`config.mk`:
```
export PLATFORM = sky130hd
export DESIGN_NAME = uvs_out_buf_flat
export DESIGN_NICKNAME = d
export VERILOG_FILES = /design/src/design/uvs_pkg.sv /design/src/design/uvs_if.sv /design/src/design/uvs_out_buf.sv /design/src/flat_wrapper.sv
export SDC_FILE = /design/constraint.sdc
export NUM_CORES = 1
export LEC_CHECK = 0
export BUFFER_PORTS_ARGS = -buffer_cell sky130_fd_sc_hd__buf_4
export CORE_MARGIN = 3
export CORE_UTILIZATION = 30
export CTS_BUF_LIST = sky130_fd_sc_hd__clkbuf_8
export DETAILED_ROUTE_END_ITERATION = 10
export GPL_TIMING_DRIVEN = 1
export PLACE_DENSITY = 0.55
export SLEW_MARGIN = 20
export SYNTH_ARGS = -nofsm -noshare
export SYNTH_HDL_FRONTEND = slang
export SYNTH_SLANG_ARGS = --single-unit
```
`constraint.sdc`:
```
create_clock -name clk -period 8.8 [get_ports clk]
set_input_delay 2.2 -clock clk [delete_from_list [all_inputs] [get_ports clk]]
set_output_delay 2.2 -clock clk [all_outputs]
set_load 0.02 [all_outputs]
```
`src/design/uvs_pkg.sv`:
```
package uvs_pkg;

	localparam int CNT_W      = 9;
	localparam int RAD_W      = 16;
	localparam int POS_W      = 17;
	localparam int NRM_W      = 16;
	localparam int K_W        = 17;
	localparam int PH_W       = 32;
	localparam int AW         = 33;
	localparam int CW         = 19;
	localparam int CFG_IDX_W  = 2;
	localparam int CFG_DATA_W = 16;
	localparam int ARC_LEN    = 24;

	localparam int DEF_MAX_SECTORS   = 256;
	localparam int DEF_MAX_STACKS    = 256;
	localparam int DEF_CORDIC_STAGES = 16;

	localparam int MIN_SECTORS = 3;
	localparam int MIN_STACKS  = 2;
	localparam int RST_SECTORS = 36;
	localparam int RST_STACKS  = 18;
	localparam logic [RAD_W-1:0] RST_RADIUS = 16'd256;

	localparam logic [CFG_IDX_W-1:0] REG_SECTORS = 2'd0;
	localparam logic [CFG_IDX_W-1:0] REG_STACKS  = 2'd1;
	localparam logic [CFG_IDX_W-1:0] REG_RADIUS  = 2'd2;

	localparam logic [PH_W-1:0] PH_QUARTER = 32'h4000_0000;
	localparam logic signed [AW-1:0] GAIN = 33'sd652032874;
	localparam logic signed [AW-1:0] QTR  = 33'sd1073741824;
	localparam logic signed [AW-1:0] HALF = 33'sd2147483648;

	localparam logic signed [AW-1:0] ARC [0:ARC_LEN-1] = '{
		33'sh20000000, 33'sh12E4051E, 33'sh09FB385B, 33'sh051111D4,
		33'sh028B0D43, 33'sh0145D7E1, 33'sh00A2F61E, 33'sh00517C55,
		33'sh0028BE53, 33'sh00145F2F, 33'sh000A2F98, 33'sh000517CC,
		33'sh00028BE6, 33'sh000145F3, 33'sh0000A2FA, 33'sh0000517D,
		33'sh000028BE, 33'sh0000145F, 33'sh00000A30, 33'sh00000518,
		33'sh0000028C, 33'sh00000146, 33'sh000000A3, 33'sh00000051
	};

	typedef struct packed {
		logic valid;
		logic [CNT_W-1:0] i;
		logic [CNT_W-1:0] j;
		logic [CNT_W-1:0] sc;
		logic [CNT_W-1:0] st;
	} uvs_ctl_t;

	typedef struct packed {
		uvs_ctl_t ctl;
		logic [CNT_W-1:0] rb;
		logic [CNT_W-1:0] ra;
		logic [PH_W-1:0] qb;
		logic [PH_W-1:0] qa;
	} uvs_div_t;

	typedef struct packed {
		logic signed [AW-1:0] x;
		logic signed [AW-1:0] y;
		logic signed [AW-1:0] z;
		logic flip;
	} uvs_lane_t;

	typedef struct packed {
		uvs_ctl_t ctl;
		uvs_lane_t la;
		uvs_lane_t lb;
	} uvs_cor_t;

	typedef struct packed {
		logic signed [POS_W-1:0] px;
		logic signed [POS_W-1:0] py;
		logic signed [POS_W-1:0] pz;
		logic signed [NRM_W-1:0] nx;
		logic signed [NRM_W-1:0] ny;
		logic signed [NRM_W-1:0] nz;
		logic [K_W-1:0] k1;
		logic [K_W-1:0] k2;
		logic has1;
		logic has2;
	} uvs_vtx_t;

	function automatic logic [CNT_W-1:0] clamp_cnt(input logic [CNT_W-1:0] v, input int lo,
		input int hi);
		int t;
		t = int'(v);
		if (t < lo)
			t = lo;
		if (t > hi)
			t = hi;
		return CNT_W'(t);
	endfunction

	function automatic uvs_lane_t fold(input logic [PH_W-1:0] ph);
		uvs_lane_t l;
		logic signed [AW-1:0] z;
		z = AW'($signed(ph));
		l.x = GAIN;
		l.y = '0;
		l.flip = 1'b0;
		if (z > QTR) begin
			z = z - HALF;
			l.flip = 1'b1;
		end else if (z < -QTR) begin
			z = z + HALF;
			l.flip = 1'b1;
		end
		l.z = z;
		return l;
	endfunction

	function automatic logic signed [CW-1:0] trig(input logic signed [AW-1:0] v,
		input logic flip);
		logic signed [AW:0] w;
		w = flip ? -((AW+1)'(v)) : (AW+1)'(v);
		w = w + (AW+1)'(34'sd8192);
		return w[CW+13:14];
	endfunction

	function automatic logic signed [55:0] rnd(input logic signed [55:0] v, input int s);
		return (v + (56'sd1 <<< (s - 1))) >>> s;
	endfunction

	function automatic logic signed [POS_W-1:0] sat_sym(input logic signed [55:0] v,
		input int lim);
		logic signed [55:0] l;
		l = 56'(lim);
		if (v > l)
			return POS_W'(l);
		if (v < -l)
			return POS_W'(-l);
		return v[POS_W-1:0];
	endfunction

endpackage

```
`src/design/uvs_if.sv`:
```


interface uvs_res_if;
	import uvs_pkg::*;
	logic valid;
	logic ready;
	logic kind;
	logic signed [POS_W-1:0] pos_x;
	logic signed [POS_W-1:0] pos_y;
	logic signed [POS_W-1:0] pos_z;
	logic signed [NRM_W-1:0] norm_x;
	logic signed [NRM_W-1:0] norm_y;
	logic signed [NRM_W-1:0] norm_z;
	logic [K_W-1:0] corner_a;
	logic [K_W-1:0] corner_b;
	logic [K_W-1:0] corner_c;
	logic last_of_run;
	modport source(output valid, kind, pos_x, pos_y, pos_z, norm_x, norm_y, norm_z,
		corner_a, corner_b, corner_c, last_of_run, input ready);
	modport sink(input valid, kind, pos_x, pos_y, pos_z, norm_x, norm_y, norm_z,
		corner_a, corner_b, corner_c, last_of_run, output ready);
endinterface


```
`src/design/uvs_out_buf.sv`:
```
module uvs_out_buf (
	input  logic              clk,
	input  logic              arst_n,
	input  uvs_pkg::uvs_vtx_t vin,
	input  logic              vin_valid,
	output logic              take,
	uvs_res_if.source         res
);
	import uvs_pkg::*;

	localparam logic [1:0] PH_VTX = 2'd0;
	localparam logic [1:0] PH_T1  = 2'd1;
	localparam logic [1:0] PH_T2  = 2'd2;

	logic [1:0] phase_q;
	logic bv_q;
	uvs_vtx_t data_q;
	logic last;

	always_comb begin
		case (phase_q)
			PH_VTX:  last = !data_q.has1 && !data_q.has2;
			PH_T1:   last = !data_q.has2;
			default: last = 1'b1;
		endcase
	end

	assign take = !bv_q || (res.ready && last);

	always_ff @(posedge clk or negedge arst_n) begin
		if (!arst_n) begin
			bv_q <= 1'b0;
			phase_q <= PH_VTX;
		end else if (take) begin
			bv_q <= vin_valid;
			phase_q <= PH_VTX;
		end else if (res.ready) begin
			phase_q <= (phase_q == PH_VTX && data_q.has1) ? PH_T1 : PH_T2;
		end
	end

	always_ff @(posedge clk) begin
		if (take && vin_valid)
			data_q <= vin;
	end

	always_comb begin
		res.valid = bv_q;
		res.kind = (phase_q != PH_VTX);
		res.last_of_run = last;
		res.pos_x = '0;
		res.pos_y = '0;
		res.pos_z = '0;
		res.norm_x = '0;
		res.norm_y = '0;
		res.norm_z = '0;
		res.corner_a = '0;
		res.corner_b = '0;
		res.corner_c = '0;
		case (phase_q)
			PH_VTX: begin
				res.pos_x = data_q.px;
				res.pos_y = data_q.py;
				res.pos_z = data_q.pz;
				res.norm_x = data_q.nx;
				res.norm_y = data_q.ny;
				res.norm_z = data_q.nz;
			end
			PH_T1: begin
				res.corner_a = data_q.k1;
				res.corner_b = data_q.k2;
				res.corner_c = data_q.k1 + K_W'(1);
			end
			PH_T2: begin
				res.corner_a = data_q.k1 + K_W'(1);
				res.corner_b = data_q.k2;
				res.corner_c = data_q.k2 + K_W'(1);
			end
			default: begin
			end
		endcase
	end

	a_t2_has: assert property (@(posedge clk) disable iff (!arst_n)
		(bv_q && phase_q == PH_T2) |-> data_q.has2)
		else $error("second triangle sent without being due");
	a_t1_has: assert property (@(posedge clk) disable iff (!arst_n)
		(bv_q && phase_q == PH_T1) |-> data_q.has1)
		else $error("first triangle sent without being due");
	a_run_cont: assert property (@(posedge clk) disable iff (!arst_n)
		(res.valid && res.ready && !res.last_of_run) |=> (res.valid && phase_q != PH_VTX))
		else $error("run broken before its last result");

endmodule

```
`src/flat_wrapper.sv`:
```
// flat-port wrapper written by rule: the top's interface ports become plain ports
module uvs_out_buf_flat import uvs_pkg::*;
  (clk, arst_n, vin, vin_valid, take, res_valid, res_kind, res_pos_x, res_pos_y, res_pos_z, res_norm_x, res_norm_y, res_norm_z, res_corner_a, res_corner_b, res_corner_c, res_last_of_run, res_ready);
  uvs_res_if res_i ();
  input  logic clk;
  input  logic arst_n;
  input  uvs_pkg::uvs_vtx_t vin;
  input  logic vin_valid;
  output logic take;
  output wire logic [$bits(res_i.valid)-1:0] res_valid;
  output wire logic [$bits(res_i.kind)-1:0] res_kind;
  output wire logic [$bits(res_i.pos_x)-1:0] res_pos_x;
  output wire logic [$bits(res_i.pos_y)-1:0] res_pos_y;
  output wire logic [$bits(res_i.pos_z)-1:0] res_pos_z;
  output wire logic [$bits(res_i.norm_x)-1:0] res_norm_x;
  output wire logic [$bits(res_i.norm_y)-1:0] res_norm_y;
  output wire logic [$bits(res_i.norm_z)-1:0] res_norm_z;
  output wire logic [$bits(res_i.corner_a)-1:0] res_corner_a;
  output wire logic [$bits(res_i.corner_b)-1:0] res_corner_b;
  output wire logic [$bits(res_i.corner_c)-1:0] res_corner_c;
  output wire logic [$bits(res_i.last_of_run)-1:0] res_last_of_run;
  input wire logic [$bits(res_i.ready)-1:0] res_ready;
  assign res_valid = res_i.valid;
  assign res_kind = res_i.kind;
  assign res_pos_x = res_i.pos_x;
  assign res_pos_y = res_i.pos_y;
  assign res_pos_z = res_i.pos_z;
  assign res_norm_x = res_i.norm_x;
  assign res_norm_y = res_i.norm_y;
  assign res_norm_z = res_i.norm_z;
  assign res_corner_a = res_i.corner_a;
  assign res_corner_b = res_i.corner_b;
  assign res_corner_c = res_i.corner_c;
  assign res_last_of_run = res_i.last_of_run;
  assign res_i.ready = res_ready;
  uvs_out_buf u_core (.clk(clk), .arst_n(arst_n), .vin(vin), .vin_valid(vin_valid), .take(take), .res(res_i));
endmodule
```
## Yosys cells after proc, flatten, opt, wreduce, memory -nomap -nowiden

Cells that the tools add are included.

| word-level totals | value |
|---|---|
| latch bits | 0 |
| logic and storage cells | 41 |
| output and inout port bits | 154 |
| memory bits (read-only) | 0 |
| RAM bits | 0 |
| memories kept | 0 |
| input bits | 139 |
| bits in registers | 138 |

| cells by class | value |
|---|---|
| equal/unequal tests | 2 |
| shift-type cells | 0 |
| $lt $le $gt $ge | 0 |
| multiplexer cells | 13 |
| div/mod/pow operators | 0 |
| multiply operators | 0 |
| reduce and logical (&&, ||, !) cells | 12 |
| bitwise logic cells | 0 |
| $add $sub $neg | 2 |

Operators with widths:

| cell | count |
|---|---|
| 17-bit two-way mux | 4 |
| 17-bit one-hot mux with 2 select lines | 2 |
| 16-bit two-way mux | 3 |
| 17-bit by 1-bit adder with 17-bit output, second input constant | 2 |
| 2-bit two-way mux | 3 |
| 1-bit logical AND | 4 |
| 2-bit nonzero test | 2 |
| 1-bit zero test | 3 |
| 2-bit by 1-bit equality test with 1-bit output, second input constant | 1 |
| 2-bit equality test, second input constant | 1 |
| 2-bit zero test | 1 |
| 1-bit one-hot mux with 2 select lines | 1 |
| 2-bit OR reduction | 1 |
| 1-bit logical OR | 1 |

## Logic depth before layout (Yosys ltp)

| logic depth | value |
|---|---|
| depth after elaboration | 6 |
| gate-level depth with buffers | 8 |
| gate-level depth less buffers | 7 |

## Worst setup path after synthesis

Ideal clock, no wire load.

| path | value |
|---|---|
| path kind | input to register |
| start point | input port res_ready |
| end point | register u_core.data_q[0] in the netlist's numbering (enable) |
| library setup time | 0.644 ns |
| path buffers | 0 |
| arrival | 8.211 ns |
| required time | 8.156 ns |
| cell stages on the path | 2 |
| setup slack | -0.055 ns |
| cell sequence | a21boi_1 -> nor2b_1 |

| on the way | value |
|---|---|
| cells in the longest elaborated chain, start to end | 3 |

RTL lines:

| item | line | text |
|---|---|---|
| start: declaration | flat_wrapper.sv:22 | `input wire logic [$bits(res_i.ready)-1:0] res_ready;` |
| 1-bit logical AND | uvs_out_buf.sv:28 | `assign take = !bv_q \|\| (res.ready && last);` |
| 1-bit logical OR | uvs_out_buf.sv:28 |  |
| 1-bit logical AND | uvs_out_buf.sv:43 | `if (take && vin_valid)` |
| end signal: assignment | uvs_out_buf.sv:44 | `data_q <= vin;` |
| end: declaration | uvs_out_buf.sv:17 | `uvs_vtx_t data_q;` |

No other way between the ends.
A chain may end at the register's enable or synchronous reset.

## Final worst setup path

| path | value |
|---|---|
| start point | register u_core.phase_q[1] |
| end point | output port res_corner_a[12] |

| on the way | value |
|---|---|
| cells in the longest elaborated chain, start to end | 2 |
| elaborated cells on any way between the ends | 3 |
| classes of those cells | eq/ne: 2; mux: 1 |

RTL lines:

| item | line | text |
|---|---|---|
| start: declaration | uvs_out_buf.sv:15 | `logic [1:0] phase_q;` |
| start signal: assignment | uvs_out_buf.sv:38 | `phase_q <= (phase_q == PH_VTX && data_q.has1) ? PH_T1 : PH_T2;` |
| 2-bit equality test / 2-bit by 1-bit equality test with 1-bit output (equally long branches) | uvs_out_buf.sv:60 | `case (phase_q)` |
| 17-bit one-hot mux with 2 select lines * | uvs_out_buf.sv:60 |  |
| end: declaration | flat_wrapper.sv:18 | `output wire logic [$bits(res_i.corner_a)-1:0] res_corner_a;` |

Every way passes the cells marked *; elsewhere a longest branch is shown, timed or not.

==> flow_metrics.py <==
metrics = {
    "grt": {
        "antenna_found_initial": 0,
        "grt_overflow": 0,
        "grt_start_max_net_pins": 104,
        "gr-usage-all-layers_pct": 15.4,
        "grt_pass1_wl_um": 26600,
        "grt_pass1_vias": 4775,
    },
    "sta": {
        "hold_viol_final": 0,
        "fin_crit_sh_pct": 57.6,
        "slew_viol_final": 0,
        "min_period_ns": 5.07,
        "relSlewSlack_pct": 31.5,
        "setup_viol": 0,
        "clock_skew_ns": 0.0165,
        "fin_tns_setup_ns": 0,
        "worst_pin_slew_ns": 1.03,
        "rsz0062_at_grt": "false",
        "max_freq_mhz": 197,
        "setup_slack_ns": 3.73,
    },
    "finish": {
        "area_growth_pct": 48.0,
        "design_area_um2": 9030,
        "layout.nets": 888,
        "layout-drive-gt1-share_pct": 44.4,
        "finish.utilization_pct": 45.8,
        "diodes": 0,
        "n_fill_cell": 1787,
    },
    "power_and_ir_drop": {
        "clkPwrFrac_pct": 21.4,
        "p_int_uw": 1700,
        "p_leak_uw": 0.00367,
        "seqPwrFrac_pct": 32.6,
        "switching_share_pct": 38.7,
        "peakVddDrop_uv": 182,
        "pwr-share-comb_pct": 46.0,
        "switching_power_uw": 1080,
        "power.density_nw_per_um2": 308,
        "finalPower_uw": 2780,
    },
    "placed_design": {
        "dpl.hpwl_um": 13100,
        "placed_area_um2": 8570,
        "dp_slack_ns": 3.74,
        "gp_congestion": 0.931,
        "io_buffer_count": 292,
    },
    "detailed_routing": {
        "drtAntennaViolNets": 0,
        "drt-pass1-iter-count": 4,
        "drtIter0Drc": 153,
        "wl_per_cell_um": 17.0,
        "num_vias": 4596,
        "avgViaCountPerCell": 4.50,
        "route.detailed.drc": 0,
        "routed_wirelength_um": 17300,
    },
    "worst_setup_path": {
        "end_kind": "primary output",
        "crit_type": "reg2out",
        "crit_path_start_kind": "register",
        "critPathRequiredTime_ns": 6.60,
        "cpMaxStageDelayCell": "ha_2",
        "critical-path-max-stage-delay_ns": 0.68,
        "ff2ff_path_depth": 7,
        "cp_max_fo": 39,
        "crit_chain": "inv_1 -> ha_2 -> nand2_1 -> or2_2 -> a31oi_1 -> buf_4",
        "critical_path_arrival_ns": 2.87,
    },
    "die": {
        "coreArea_um2": 19700,
        "ios": 293,
        "initial_core_util_pct": 31.0,
        "dieHeight_um": 149,
        "die_x_um": 149,
        "rows": 51,
        "die-area_um2": 22100,
    },
    "synthesis": {
        "synth_compound_area_share_pct": 5.25,
        "yosysWarnings": 0,
        "synth_top_cell_area_share_pct": 66.4,
        "synthFlopType": "edfxtp_1",
        "postSynthCellCount": 453,
        "synthMuxAreaShare_pct": 0.164,
        "yosys.area_share.xor_xnor_pct": 4.31,
        "synth_fa_ha_area_share_pct": 1.03,
        "synthTopCellsByArea": "edfxtp_1 (66%), and2_1 (13%), xnor2_1 (2.6%)",
        "avgSynthCellArea_um2": 13.5,
        "synthSimpleGateAreaFrac_pct": 19.6,
        "yosysUniqueCellTypes": 36,
        "synthArstFlopShare_pct": 2.17,
        "ys_ff_latch": 138,
        "yosysMostFrequentCell": "edfxtp_1",
        "yosysTopAreaCell": "edfxtp_1",
        "synth_common_cells": "edfxtp_1 (135), and2_1 (122), clkbuf_1 (22)",
        "synth_edf_count": 135,
        "syn-num-nets": 597,
        "synth_top_family_by_area": "simple AND/OR/NAND/NOR gates",
        "synth_seq_area_share_pct": 67.7,
        "synthesis.area_um2": 6100,
    },
    "cts": {
        "postCtsHoldBufs": 0,
        "insertion_delay_ns": 0.43,
        "clk_pin_slew_ns": 0.09,
        "cts_buffer_depth": 2,
        "cts-htree-levels": 4,
        "numCtsBuffers": 17,
        "cts_tree": "yes",
        "postCtsSetupBuffers": 0,
        "cts_root_buf": "clkbuf_8",
        "post_cts_resize_count": 0,
        "cts_sinks": 138,
    },
    "min_path": {
        "hold_path_class": "reg2reg",
        "min_delay_path_depth": 1,
    },
    "flow_run": {
        "maxCapViolations": 0,
    },
    "status": {
        "status": "complete, no violations",
    },
}
-- worst max-delay path: cells and delay by family, from the launching register on --
family                   cells  cell delay [ns]
AO/OA/AOI/OAI                1             0.18
adder cells (fa/ha/maj)      1             0.68
buffers and inverters        2             0.24
flip-flops                   1             0.38
AND/OR/NAND/NOR              2             0.95
-- per-layer routing --
metal  GRT usage, %  share of wire, %
met1           17.7                38
met2           25.1                49
met3           8.59                13
met4           3.97              0.85
met5              0                 0
-- path summary, 6_finish.rpt --
check / startpoint / slack [ns] / to
worst min-delay path: u_core.res.valid$_DFFE_PN0P_ / 0.57 / u_core.phase_q[0]$_DFFE_PN0P_
max in group asynchronous: arst_n / 7.15 / u_core.phase_q[1]$_DFFE_PN0P_
worst max-delay path: u_core.phase_q[1]$_DFFE_PN0P_ / 3.73 / res_corner_a[12]
worst min register to register: u_core.res.valid$_DFFE_PN0P_ / 0.57 / u_core.phase_q[0]$_DFFE_PN0P_
min in group asynchronous: arst_n / 1.54 / u_core.res.valid$_DFFE_PN0P_
worst max register to register: u_core.phase_q[1]$_DFFE_PN0P_ / 5.47 / u_core.data_q[91]$_DFFE_PP_
-- logic make-up (layout without fill, tap and decap cells) --
logic type      Yosys count  after routing
simple gates            196            196
xor+xnor                 30             30
mux                       1              1
buf+inv                  33            337
flops                   138            138
compound gates           50             50
fa+ha+maj                 5              5
-- per-stage QoR --
| stage | std cells | hold WS [ns] |
|---|---|---|
| 2_1_floorplan | 453 | 0.535 |
| 3_3_place_gp | 990 | 0.522 |
| 3_5_place_dp | 990 | 0.547 |
| 4_1_cts | 1022 | 0.577 |
| 5_1_grt | 1022 | 0.619 |
| 6_report | 1022 | 0.567 |
-- registers in the layout, indices dropped and copies added (netlist names) --
| name | cells |
|---|---|
| u_core.res.valid | 1 |
| u_core.data_q | 135 |
| u_core.phase_q | 2 |
-- placed cells by master, fill, tap and decap left out, drive strengths merged --
cell type  count
edfxtp       135
a22oi         10
nand2         14
and2         122
nor3b          1
clkinv         2
nor4           4
or4            1
nor3           4
nor2          11
dfrtp          3
nand4          4
clkinvlp       1
a31oi          3
ha             5
o31ai          3
o22ai         13
a22o           2
xnor2         18
xor2          12
clkbuf        17
o21ai         13
nand3         15
or2            2
and3           3
a21boi         2
nor2b         13
and4           2
inv           18
a21oi          3
buf          295
mux2i          1
a32o           1
bufinv         4
-- final cells by class --
class / instances / area (um2) / share of cell area (%)
Sequential cell: 138 / 4130 / 45.7
Clock inverter: 15 / 225 / 2.49
Clock buffer: 17 / 234 / 2.59
Tap cell: 265 / 332 / 3.67
Inverter: 10 / 37.5 / 0.416
Multi-Input combinational cell: 282 / 1860 / 20.6
Timing Repair Buffer: 295 / 2210 / 24.5
-- power by group through the flow --
stage	clock network [uW]	logic [uW]	registers (uW)
6_report	594	1280	907
5_1_grt	647	1380	920
4_1_cts	617	1300	908
3_5_place_dp	0	1290	923
3_3_place_gp	0	1290	918
2_1_floorplan	0	731	919
(Power assumes the default switching activity.)
