### src/design/uvs_pkg.sv
package uvs_pkg;

	localparam int CNT_W      = 9;
	localparam int RAD_W      = 16;
	localparam int POS_W      = 17;
	localparam int NRM_W      = 16;
	localparam int K_W        = 17;
	localparam int PH_W       = 32;
	localparam int AW         = 33;
	localparam int CW         = 19;
	localparam int CFG_IDX_W  = 2;
	localparam int CFG_DATA_W = 16;
	localparam int ARC_LEN    = 24;

	localparam int DEF_MAX_SECTORS   = 256;
	localparam int DEF_MAX_STACKS    = 256;
	localparam int DEF_CORDIC_STAGES = 16;

	localparam int MIN_SECTORS = 3;
	localparam int MIN_STACKS  = 2;
	localparam int RST_SECTORS = 36;
	localparam int RST_STACKS  = 18;
	localparam logic [RAD_W-1:0] RST_RADIUS = 16'd256;

	localparam logic [CFG_IDX_W-1:0] REG_SECTORS = 2'd0;
	localparam logic [CFG_IDX_W-1:0] REG_STACKS  = 2'd1;
	localparam logic [CFG_IDX_W-1:0] REG_RADIUS  = 2'd2;

	localparam logic [PH_W-1:0] PH_QUARTER = 32'h4000_0000;
	localparam logic signed [AW-1:0] GAIN = 33'sd652032874;
	localparam logic signed [AW-1:0] QTR  = 33'sd1073741824;
	localparam logic signed [AW-1:0] HALF = 33'sd2147483648;

	localparam logic signed [AW-1:0] ARC [0:ARC_LEN-1] = '{
		33'sh20000000, 33'sh12E4051E, 33'sh09FB385B, 33'sh051111D4,
		33'sh028B0D43, 33'sh0145D7E1, 33'sh00A2F61E, 33'sh00517C55,
		33'sh0028BE53, 33'sh00145F2F, 33'sh000A2F98, 33'sh000517CC,
		33'sh00028BE6, 33'sh000145F3, 33'sh0000A2FA, 33'sh0000517D,
		33'sh000028BE, 33'sh0000145F, 33'sh00000A30, 33'sh00000518,
		33'sh0000028C, 33'sh00000146, 33'sh000000A3, 33'sh00000051
	};

	typedef struct packed {
		logic valid;
		logic [CNT_W-1:0] i;
		logic [CNT_W-1:0] j;
		logic [CNT_W-1:0] sc;
		logic [CNT_W-1:0] st;
	} uvs_ctl_t;

	typedef struct packed {
		uvs_ctl_t ctl;
		logic [CNT_W-1:0] rb;
		logic [CNT_W-1:0] ra;
		logic [PH_W-1:0] qb;
		logic [PH_W-1:0] qa;
	} uvs_div_t;

	typedef struct packed {
		logic signed [AW-1:0] x;
		logic signed [AW-1:0] y;
		logic signed [AW-1:0] z;
		logic flip;
	} uvs_lane_t;

	typedef struct packed {
		uvs_ctl_t ctl;
		uvs_lane_t la;
		uvs_lane_t lb;
	} uvs_cor_t;

	typedef struct packed {
		logic signed [POS_W-1:0] px;
		logic signed [POS_W-1:0] py;
		logic signed [POS_W-1:0] pz;
		logic signed [NRM_W-1:0] nx;
		logic signed [NRM_W-1:0] ny;
		logic signed [NRM_W-1:0] nz;
		logic [K_W-1:0] k1;
		logic [K_W-1:0] k2;
		logic has1;
		logic has2;
	} uvs_vtx_t;

	function automatic logic [CNT_W-1:0] clamp_cnt(input logic [CNT_W-1:0] v, input int lo,
		input int hi);
		int t;
		t = int'(v);
		if (t < lo)
			t = lo;
		if (t > hi)
			t = hi;
		return CNT_W'(t);
	endfunction

	function automatic uvs_lane_t fold(input logic [PH_W-1:0] ph);
		uvs_lane_t l;
		logic signed [AW-1:0] z;
		z = AW'($signed(ph));
		l.x = GAIN;
		l.y = '0;
		l.flip = 1'b0;
		if (z > QTR) begin
			z = z - HALF;
			l.flip = 1'b1;
		end else if (z < -QTR) begin
			z = z + HALF;
			l.flip = 1'b1;
		end
		l.z = z;
		return l;
	endfunction

	function automatic logic signed [CW-1:0] trig(input logic signed [AW-1:0] v,
		input logic flip);
		logic signed [AW:0] w;
		w = flip ? -((AW+1)'(v)) : (AW+1)'(v);
		w = w + (AW+1)'(34'sd8192);
		return w[CW+13:14];
	endfunction

	function automatic logic signed [55:0] rnd(input logic signed [55:0] v, input int s);
		return (v + (56'sd1 <<< (s - 1))) >>> s;
	endfunction

	function automatic logic signed [POS_W-1:0] sat_sym(input logic signed [55:0] v,
		input int lim);
		logic signed [55:0] l;
		l = 56'(lim);
		if (v > l)
			return POS_W'(l);
		if (v < -l)
			return POS_W'(-l);
		return v[POS_W-1:0];
	endfunction

endpackage

### src/design/uvs_div_cell.sv
module uvs_div_cell #(
	parameter int POS = 31
) (
	input  logic              clk,
	input  logic              arst_n,
	input  logic              en,
	input  uvs_pkg::uvs_div_t d,
	output uvs_pkg::uvs_div_t q
);
	import uvs_pkg::*;

	logic [33:0] hb_w, ha_w;
	logic nb, na;
	logic [CNT_W:0] tb, ta, db, da;
	logic v_q;
	uvs_div_t p_q, nxt;

	always_comb begin
		hb_w = 34'(d.ctl.sc);
		ha_w = 34'(d.ctl.st);
		nb = hb_w[POS+1];
		na = (POS == 31) ? d.ctl.i[0] : ha_w[POS+1];
		tb = {d.rb, nb};
		ta = {d.ra, na};
		db = {1'b0, d.ctl.sc};
		da = {1'b0, d.ctl.st};
		nxt = d;
		nxt.qb = {d.qb[PH_W-2:0], tb >= db};
		nxt.qa = {d.qa[PH_W-2:0], ta >= da};
		nxt.rb = (tb >= db) ? CNT_W'(tb - db) : CNT_W'(tb);
		nxt.ra = (ta >= da) ? CNT_W'(ta - da) : CNT_W'(ta);
	end

	always_ff @(posedge clk or negedge arst_n) begin
		if (!arst_n)
			v_q <= 1'b0;
		else if (en)
			v_q <= d.ctl.valid;
	end

	always_ff @(posedge clk) begin
		if (en)
			p_q <= nxt;
	end

	always_comb begin
		q = p_q;
		q.ctl.valid = v_q;
	end

endmodule

### config.mk
export PLATFORM = sky130hd
export DESIGN_NAME = uvs_div_cell
export DESIGN_NICKNAME = d
export VERILOG_FILES = /design/src/design/uvs_pkg.sv /design/src/design/uvs_div_cell.sv
export SDC_FILE = /design/constraint.sdc
export NUM_CORES = 1
export LEC_CHECK = 0
export ABC_CLOCK_PERIOD_IN_PS = 2200
export BUFFER_PORTS_ARGS = -buffer_cell sky130_fd_sc_hd__buf_4
export CELL_PAD_IN_SITES_DETAIL_PLACEMENT = 1
export CELL_PAD_IN_SITES_GLOBAL_PLACEMENT = 1
export CORE_ASPECT_RATIO = 0.6
export CORE_MARGIN = 4
export CORE_UTILIZATION = 38
export DETAILED_ROUTE_END_ITERATION = 8
export PLACE_DENSITY_LB_ADDON = 0.1
export REMOVE_ABC_BUFFERS = 1
export SLEW_MARGIN = 30
export SYNTH_ARGS = -nofsm -noshare
export SYNTH_HDL_FRONTEND = slang
export SYNTH_SLANG_ARGS = --single-unit
### constraint.sdc
create_clock -name clk -period 2.2 [get_ports clk]
set_input_delay 0.11 -clock clk [delete_from_list [all_inputs] [get_ports clk]]
set_output_delay 0.11 -clock clk [all_outputs]
set_load 0.03 [all_outputs]
Word level (Yosys, flattened, before mapping)
Cells that the tools add are included.
{"block": "totals", "reg_bits": 119, "in_bits": 122}
{"block": "classes", "addsub": 2, "magnitude_cmp": 2, "mux": 2}
{"op": "10-bit by 9-bit >= comparator with 1-bit output", "count": 2}
{"op": "9-bit two-way mux", "count": 2}
{"op": "9-bit subtractor", "count": 2}

Logic depth before layout (Yosys ltp)
Gate-level depths: netlist (run 1).
{"block": "depth", "depth_word": 2, "ltp_mapped": 9, "mapped_depth_nobuf": 9}

Worst setup path before layout (run 1)
No wires, ideal clock.
{"block": "synth_path", "path_type": "input to register", "from": "input d[73] (netlist name)", "to": "register p_q, in the netlist q[81], data pin", "setup_ns": 0.271, "arrival_ns": 1.567, "required_time_ns": 1.929, "slack_ns": 0.362, "path_stages": 7, "path_buffers": 0, "path_cell_list": "inv_1 fa_1 nand2b_1 a211oi_2 o32ai_2 a222oi_1 o21ai_0"}
{"item": "start, declared", "line_no": "uvs_div_cell.sv:7", "text": "input uvs_pkg::uvs_div_t d,"}
{"item": "end signal, assigned", "line_no": "uvs_div_cell.sv:43", "text": "p_q <= nxt;"}
{"item": "end, declared", "line_no": "uvs_div_cell.sv:16", "text": "uvs_div_t p_q, nxt;"}

==> results.json, run 1 <==
{
  "cts-root-buf": "clkbuf_16",
  "p_clk_share_pct": 38.6,
  "p_leak_uw": 0.00361,
  "yosys_register_bits": 119,
  "use_met1_pct": 37.3,
  "clk_pin_slew_ps": 60,
  "rsz0062_at_grt": "true",
  "gr-usage-all-layers_pct": 28.6,
  "cp_top_family": "compound AO/OA/AOI/OAI gates",
  "finalCritPeriodShare_pct": 98.9,
  "grt_use_met2_pct": 45.3,
  "hp-class": "input pin to flip-flop",
  "p_int_uw": 5000,
  "critPathSlowestCell": "dlygate4sd3_1",
  "ys_seq_area_share_pct": 75.9,
  "avgSynthCellArea_sq_um": 17.1,
  "wl_per_cell_microns": 24.8,
  "power_density_nw_per_um2": 854,
  "synthDistinctLibCells": 42,
  "fin_ws_ps": 23.2,
  "max_stage_delay_ps": 540,
  "first_global_vias": 4289,
  "num_rows": 31,
  "switching_share_pct": 30.2,
  "hpwl_microns": 11100,
  "cts_tree": "yes",
  "drtAntennaViolNets": 0,
  "synth_edf_count": 118,
  "total_power_uw": 7160,
  "die_h_microns": 94.2,
  "ios": 241,
  "crit_buf_inv": 2,
  "initialDrtViolationCount": 214,
  "place_inst": 681,
  "yosysWarnings": 0,
  "vias": 3987,
  "cp_max_fo": 4,
  "path_class": "input pin to flip-flop",
  "yosysTopAreaCell": "edfxtp_1",
  "floorplan.die_area_sq_um": 14300,
  "fin_cells": 822,
  "synth_top_area_share_pct": 75.4,
  "worstPathArrival_ps": 2330,
  "grt_pass1_wl_microns": 28800,
  "setup_violations": 0,
  "placed_cell_area_sq_um": 6730,
  "avgViaCountPerCell": 4.85,
  "synthToLayoutAreaGrowth_pct": 78.4,
  "drive_gt1_share_pct": 45.0,
  "grt_use_met3_pct": 10.2,
  "p_seq_share_pct": 39.5,
  "worst_setup_path_end_kind": "flip-flop",
  "start_util_pct": 39.0,
  "post-place-ws_ps": 25.9,
  "combPwrFrac_pct": 21.9,
  "port_buffers": 238,
  "cts_buffers": 17,
  "drv_slew": 0,
  "async_reset_ff_share_pct": 0.840,
  "ctsHtreeMaxLevel": 4,
  "synth-main-ff-cell": "edfxtp_1",
  "coreArea_sq_um": 12100,
  "cp.required_ps": 2350,
  "grt_max_degree": 52,
  "grt_overflow": 0,
  "path_cells": "dlygate4sd3_1 > buf_4 > fa_1 > nand2b_1 > a211oi_2 > o32ai_2 > a222oi_1 > o21ai_1",
  "finalNetCount": 785,
  "worst_slew_pin_slew_ps": 427,
  "top_usage_layer": "met2",
  "cap_violations": 0,
  "drc": 0,
  "antenna_found_initial": 2,
  "syn_area_sq_um": 4700,
  "worst_clock_skew_ps": 0,
  "drt-total-wl_microns": 20400,
  "fmax_mhz": 459,
  "clock_latency_ps": 410,
  "clkSinkCount": 119,
  "die_w_microns": 152,
  "fin_crit_ps": 2180,
  "yosys-top-cells-count": "edfxtp_1, inv_1, ha_1, nand2_1, o21ai_0",
  "maxSlewHeadroom_pct": 71.5,
  "hold_viol": 0,
  "syn_inst": 275,
  "status": "finished, final reports clean",
  "synth.most_common_cell": "edfxtp_1",
  "gp_congestion": 0.797,
  "power_switching_uw": 2160,
  "ir_drop_mv": 0.610,
  "worstSetupStartpointType": "input pin",
  "synthTopCellsByArea": "edfxtp_1, ha_1, inv_1",
  "cts_buffer_depth": 2,
  "fin_area_sq_um": 8390,
  "dr.pass1.iters": 4
}
-- kinds of logic (layout without fill, tap and decap cells) --
logic type | after synthesis | in the layout | synth area share (%)
xor gates and xnor gates | 11 | 11 | 2.05
DFF | 119 | 119 | 75.9
AOI/OAI and AO/OA | 43 | 43 | 6.57
and+or+nand+nor | 43 | 43 | 4.50
adders and majority gates | 20 | 20 | 5.64
muxes | 12 | 12 | 2.87
buffers and inverters | 27 | 408 | 2.47
other | 0 | 1 | 0
-- flip-flops by register name (all words and copies together) (netlist names) --
signal / count
q: 118
v_q: 1
-- power groups by stage --
| stage | sequential, uW | clock (uW) | combinational (uW) |
|---|---|---|---|
| 2_1_floorplan | 3270 | 0 | 276 |
| 3_3_place_gp | 2830 | 0 | 1320 |
| 3_5_place_dp | 2850 | 0 | 1340 |
| 4_1_cts | 2810 | 2720 | 1520 |
| 5_1_grt | 2850 | 2920 | 1640 |
| 6_report | 2830 | 2770 | 1570 |
-- metrics by stage --
| stage | hold slack [ps] | util (%) | TNS [ps] |
|---|---|---|---|
| after floorplan | -186 | - | 0 |
| after global placement | -115 | 55.8 | 0 |
| after detailed placement | -113 | 55.8 | 0 |
| after CTS | 4.10 | 69.3 | 0 |
| after global routing | 9.33 | 69.5 | -68.1 |
| final | 19.0 | 69.5 | 0 |
-- layout make-up --
class                   count  area, sq um
flip-flops and latches    119         3570
multi-input cells         129         1020
inverters                  24         90.1
clock buffers              18          429
fillers                  1117         3680
well taps                 165          206
diodes                      1         2.50
repair buffers            352         2940
clock inverters            14          138
-- metal layers --
| metal | vias to the layer above | routed length, microns |
|---|---|---|
| li1 | 1786 | - |
| met1 | 1979 | 8640 |
| met2 | 192 | 9490 |
| met3 | 28 | 1820 |
| met4 | 2 | 376 |
| met5 | - | 19 |
-- what timing repair did --
action                                 4_1_cts  5_1_grt
resized for setup                            0        1
setup endpoints to repair                    0        9
buffers inserted                             0        1
hold buffers                               107        0
endpoints found under the hold margin      106        0
-- worst paths after layout --
kind                              from  endpoint  slack (ps)  cells after the start
worst max-delay path             d[91]     q[81]          20                      8
worst min-delay path             d[68]     q[69]          20                      2
worst max register to register     v_q       v_q        1410                      1
worst min register to register     v_q       v_q         570                      1
max in group asynchronous       arst_n       v_q        1520                      3
min in group asynchronous       arst_n       v_q         560                      3
-- layout by cell type (no fill, tap or decap), drive strengths merged, types with 3 or more instances in the layout --
cell type    instances
nand2               13
mux2i                3
inv                 32
nand2b               4
ha                  18
clkbuf              18
mux2                 9
o211ai               3
nor2                10
clkinv               3
o21a                 5
edfxtp             118
a31oi                4
dlygate4sd3        107
o21ai               13
xor2                 5
nor3                 5
a21oi                9
nand3                3
buf                245
xnor2                6
(Power assumes the default switching activity.)
==> run 2, diff against run 1 <==
Settings changed: PLACE_DENSITY_LB_ADDON 0.1 to 0.08.
==> run 2 against run 1 <==
The run now ends with setup timing left. Global-route usage is 1.6 points higher. Via count is 4.1% higher. Clock power up 5%. Critical endpoint is now q[71]. Fmax decreased by 1.8%.
==> results.json, run 2 (synthesized netlist as in run 1, its figures left out) <==
{
  "cts-root-buf": "clkbuf_16",
  "switching_share_pct": 30.2,
  "fin_ws_ps": -16.4,
  "drv_slew": 0,
  "start_util_pct": 39.0,
  "coreArea_sq_um": 12100,
  "final_core_util_pct": 70.7,
  "final_common_cell": "buf_4",
  "drt-total-wl_microns": 21700,
  "finalNetCount": 794,
  "rsz0062_at_grt": "true",
  "p_leak_uw": 0.00367,
  "power_density_nw_per_um2": 866,
  "r2r_slack_ps": 1410,
  "combPwrFrac_pct": 22.2,
  "drtAntennaViolNets": 0,
  "total_power_uw": 7380,
  "num_rows": 31,
  "cp_max_fo": 3,
  "path_class": "input pin to flip-flop",
  "hp-class": "input pin to flip-flop",
  "grt_overflow": 0,
  "post-place-ws_ps": -92.1,
  "dr.pass1.iters": 5,
  "largest_reg_flops": 118,
  "power_switching_uw": 2230,
  "initialDrtViolationCount": 267,
  "fin_cells": 830,
  "ir_drop_mv": 0.553,
  "critPathSlowestCell": "dlygate4sd3_1",
  "clock_latency_ps": 420,
  "r2r_cells": 1,
  "hpwl_microns": 11100,
  "p_clk_share_pct": 39.4,
  "hold_viol": 0,
  "worstSetupStartpointType": "input pin",
  "maxSlewHeadroom_pct": 58.2,
  "regToRegEndpoint": "v_q",
  "cts_buffer_depth": 2,
  "worstPathArrival_ps": 2370,
  "worst_slew_pin_slew_ps": 622,
  "avgViaCountPerCell": 5.00,
  "die_w_microns": 152,
  "cp.required_ps": 2360,
  "status": "complete, but fails checks",
  "gr-usage-all-layers_pct": 30.2,
  "setup_tns_ps": -16.4,
  "critPathCapture": "q[71]",
  "antenna_found_initial": 0,
  "cts_tree": "yes",
  "cap_violations": 0,
  "cts_buffers": 17,
  "place_inst": 688,
  "synthToLayoutAreaGrowth_pct": 81.3,
  "clk_pin_slew_ps": 60,
  "ios": 241,
  "final_cell_mix": "buf_4, edfxtp_1, dlygate4sd3_1",
  "fin_crit_ps": 2220,
  "vias": 4149,
  "violations": "setup timing",
  "p_seq_share_pct": 38.4,
  "n_fill_cell": 1111,
  "wl_per_cell_microns": 26.2,
  "crit-reg2reg-launch": "v_q",
  "ctsHtreeMaxLevel": 4,
  "grt_max_degree": 40,
  "floorplan.die_area_sq_um": 14300,
  "finalCritPeriodShare_pct": 101,
  "diodes": 0,
  "worst_clock_skew_ps": 0,
  "path_cells": "dlygate4sd3_1 > buf_4 > inv_1 > ha_1 > and2b_2 > o211ai_1 > a31oi_1 > xor2_1 > mux2_2",
  "grt_pass1_wl_microns": 30600,
  "max_stage_delay_ps": 560,
  "crit_start": "d[83]",
  "p_int_uw": 5150,
  "clkSinkCount": 119,
  "fmax_mhz": 451,
  "setup_violations": 1,
  "gp_congestion": 0.752,
  "drc": 0,
  "worst_setup_path_end_kind": "flip-flop",
  "die_h_microns": 94.2,
  "drive_gt1_share_pct": 45.9,
  "first_global_vias": 4418,
  "port_buffers": 238
}
[run 2: power groups by stage]
stage	sequential (uW)	clock, uW	combinational, uW
finish	2830	2900	1640
global route	2850	3040	1710
CTS	2800	2850	1530
detailed placement	2850	0	1360
global placement	2830	0	1330
floorplan	3270	0	276
[run 2: layout make-up]
cell class              instances  area, sq um  share of cell area (%)
clock buffers                  18          429                    5.04
clock inverters                14          161                    1.89
inverters                      24         90.1                    1.06
multi-input cells             130         1060                    12.4
flip-flops and latches        119         3570                    41.9
well taps                     165          206                    2.42
repair buffers                360         3010                    35.3
[run 2: timing repair]
| item | in CTS | in global routing |
|---|---|---|
| setup buffers | 0 | 2 |
| endpoints found under the hold margin | 106 | 0 |
| resized for setup | 0 | 4 |
| endpoints found under the setup margin | 0 | 15 |
| hold buffers | 107 | 0 |
[run 2: worst min path at each step]
stage,from,to,cells after the start
global placement,arst_n,v_q,1
global route,d[69],q[70],2
finish,d[69],q[70],2
detailed placement,arst_n,v_q,1
floorplan,arst_n,v_q,0
CTS,d[78],q[79],3
[run 2: critical path, delay by kind of cell]
kind / cells / cell delay [ps]
buffers and inverters: 3 / 840
AO/OA/AOI/OAI: 2 / 490
adder cells (fa/ha/maj): 1 / 270
multiplexers: 1 / 270
AND/OR/NAND/NOR: 1 / 220
XOR/XNOR: 1 / 160
[run 2: metal layers]
metal	vias up	wire (microns)	track usage, %
li1	1799	-	-
met4	0	507	10.4
met1	2094	9080	39.6
met3	35	1800	9.50
met5	-	0	0
met2	221	10300	47.7
[run 2: per-stage QoR]
stage | area (sq um) | hold WS (ps)
floorplan | 4680 | -186
global placement | 6790 | -114
detailed placement | 6790 | -112
CTS | 8450 | 3.17
global route | 8520 | 11.5
finish | 8520 | 18.6
==> run 3, diff against run 2 <==
Settings changed: ABC_CLOCK_PERIOD_IN_PS 2200 to 2300, CORE_UTILIZATION 38 to 35, CTS_CLUSTER_DIAMETER set to 150.
Clock period 2.2 ns to 2.3 ns, I/O delays scaled along.
==> run 3 against run 2 <==
The flow now finishes without violations. Die area increased by 8.0%. Clock skew unchanged. Critical path depth increased by 1. Final cell count decreased by 0.72%. Routed wire length decreased by 16%. Critical path type unchanged.
==> results.json, run 3 (synthesized netlist as in run 1, its figures left out) <==
{
  "largest_reg_flops": 118,
  "gr-usage-all-layers_pct": 23.3,
  "fin_crit_ps": 2190,
  "cts-root-buf": "clkbuf_16",
  "hold_path_end": "q[80]",
  "cts_buffer_depth": 2,
  "ir_drop_mv": 0.556,
  "finalCritPeriodShare_pct": 95.3,
  "hpwl_microns": 11100,
  "dr.pass1.iters": 6,
  "status": "finished, final reports clean",
  "initialDrtViolationCount": 155,
  "cts_tree": "yes",
  "power_density_nw_per_um2": 798,
  "regToRegEndpoint": "v_q",
  "clk_pin_slew_ps": 60,
  "synthToLayoutAreaGrowth_pct": 78.6,
  "finalNetCount": 783,
  "first_global_vias": 4262,
  "fin_ws_ps": 107,
  "worst_setup_path_end_kind": "flip-flop",
  "die_h_microns": 97.8,
  "clock_latency_ps": 410,
  "r2r_cells": 1,
  "cp.required_ps": 2460,
  "avgViaCountPerCell": 4.69,
  "max_stage_delay_ps": 540,
  "fin_area_sq_um": 8400,
  "grt_pass1_wl_microns": 26600,
  "crit-reg2reg-launch": "v_q",
  "start_util_pct": 36.2,
  "holdWs_ps": 10.6,
  "setup_tns_ps": 0,
  "coreArea_sq_um": 13000,
  "antenna_found_initial": 1,
  "port_buffers": 238,
  "min_path_cells": 3,
  "grt_max_degree": 39,
  "drc": 0,
  "cap_violations": 0,
  "n_fill_cell": 1244,
  "final_common_cell": "buf_4",
  "drt-total-wl_microns": 18200,
  "hp-start": "d[79]",
  "drive_gt1_share_pct": 46.2,
  "placed_cell_area_sq_um": 6750,
  "floorplan.die_area_sq_um": 15400,
  "worstPathArrival_ps": 2350,
  "ctsHtreeMaxLevel": 4,
  "drtAntennaViolNets": 0,
  "setup_violations": 0,
  "path_cells": "dlygate4sd3_1 > buf_4 > ha_1 > inv_1 > fa_1 > nand3_1 > nand2_2 > o21ai_4 > a31oi_4 > mux2_4",
  "drv_slew": 0,
  "fin_cells": 824,
  "hold_viol": 0,
  "cp_max_fo": 5,
  "multi_input_area_sq_um": 1070,
  "worst_clock_skew_ps": 0,
  "cts_buffers": 17,
  "post-place-ws_ps": 67.7,
  "rsz0062_at_grt": "false",
  "final_cell_mix": "buf_4, edfxtp_1, dlygate4sd3_1",
  "fmax_mhz": 456,
  "clkSinkCount": 119,
  "wl_per_cell_microns": 22.1,
  "p_leak_uw": 0.00359,
  "place_inst": 686,
  "vias": 3868,
  "ios": 241,
  "path_class": "input pin to flip-flop",
  "hp-class": "input pin to flip-flop",
  "die_w_microns": 158,
  "worst_slew_pin_slew_ps": 573,
  "r2r_slack_ps": 1520,
  "num_rows": 32,
  "seq_area_sq_um": 3570,
  "worstSetupStartpointType": "input pin",
  "critPathSlowestCell": "dlygate4sd3_1",
  "grt_overflow": 0,
  "maxSlewHeadroom_pct": 61.5,
  "gp_congestion": 0.761
}
-- run 3: metal layers --
| metal | vias to the layer above | share of wire, % | GRT usage, % |
|---|---|---|---|
| met5 | - | 0 | 0 |
| met4 | 0 | 1.6 | 5.75 |
| met3 | 22 | 7.6 | 7.66 |
| met2 | 168 | 48 | 38.2 |
| met1 | 1899 | 43 | 29.9 |
| li1 | 1779 | - | - |
-- run 3: what timing repair did --
item / in CTS / in global routing
setup endpoints to repair: 0 / 9
endpoints found under the hold margin: 102 / 1
setup buffers: 0 / 2
resized for setup: 0 / 9
hold buffers: 102 / 1
-- run 3: worst max path at each step --
stage | from | end | slack, ps | cells after the start
global route | d[93] | q[81] | 10 | 10
detailed placement | d[73] | q[81] | 70 | 9
CTS | d[82] | q[68] | 30 | 10
floorplan | d[73] | q[81] | 370 | 7
global placement | d[73] | q[81] | 120 | 9
finish | d[82] | q[72] | 110 | 10
-- run 3: stage by stage --
| step | utilization [%] | total power, uW |
|---|---|---|
| 3_5_place_dp | 52.0 | 4010 |
| 3_3_place_gp | 52.0 | 3970 |
| 6_report | 64.7 | 6700 |
| 2_1_floorplan | - | 3390 |
| 4_1_cts | 64.1 | 6660 |
| 5_1_grt | 64.7 | 6970 |
-- run 3: critical path: cells and delay by family --
family | cells | cell delay, ps
adder cells (fa/ha/maj) | 2 | 580
buffers and inverters | 3 | 720
multiplexers | 1 | 330
AO/OA/AOI/OAI | 2 | 390
AND/OR/NAND/NOR | 2 | 220
-- run 3: layout make-up --
type / instances / share of cell area (%)
sequential: 119 / 42.5
timing repair buffer: 349 / 34.6
multi-input combinational: 130 / 12.7
clock buffer: 17 / 5.06
tap: 170 / 2.53
clock inverter: 14 / 1.53
inverter: 24 / 1.07
antenna: 1 / 0.0298
-- run 3: report_power, final --
| group | total (uW) | leakage, uW | internal, uW | switching [uW] |
|---|---|---|---|---|
| registers | 2700 | 0.00117 | 2620 | 73.6 |
| clock network | 2520 | 0.000265 | 1490 | 1040 |
| logic | 1480 | 0.00216 | 650 | 834 |
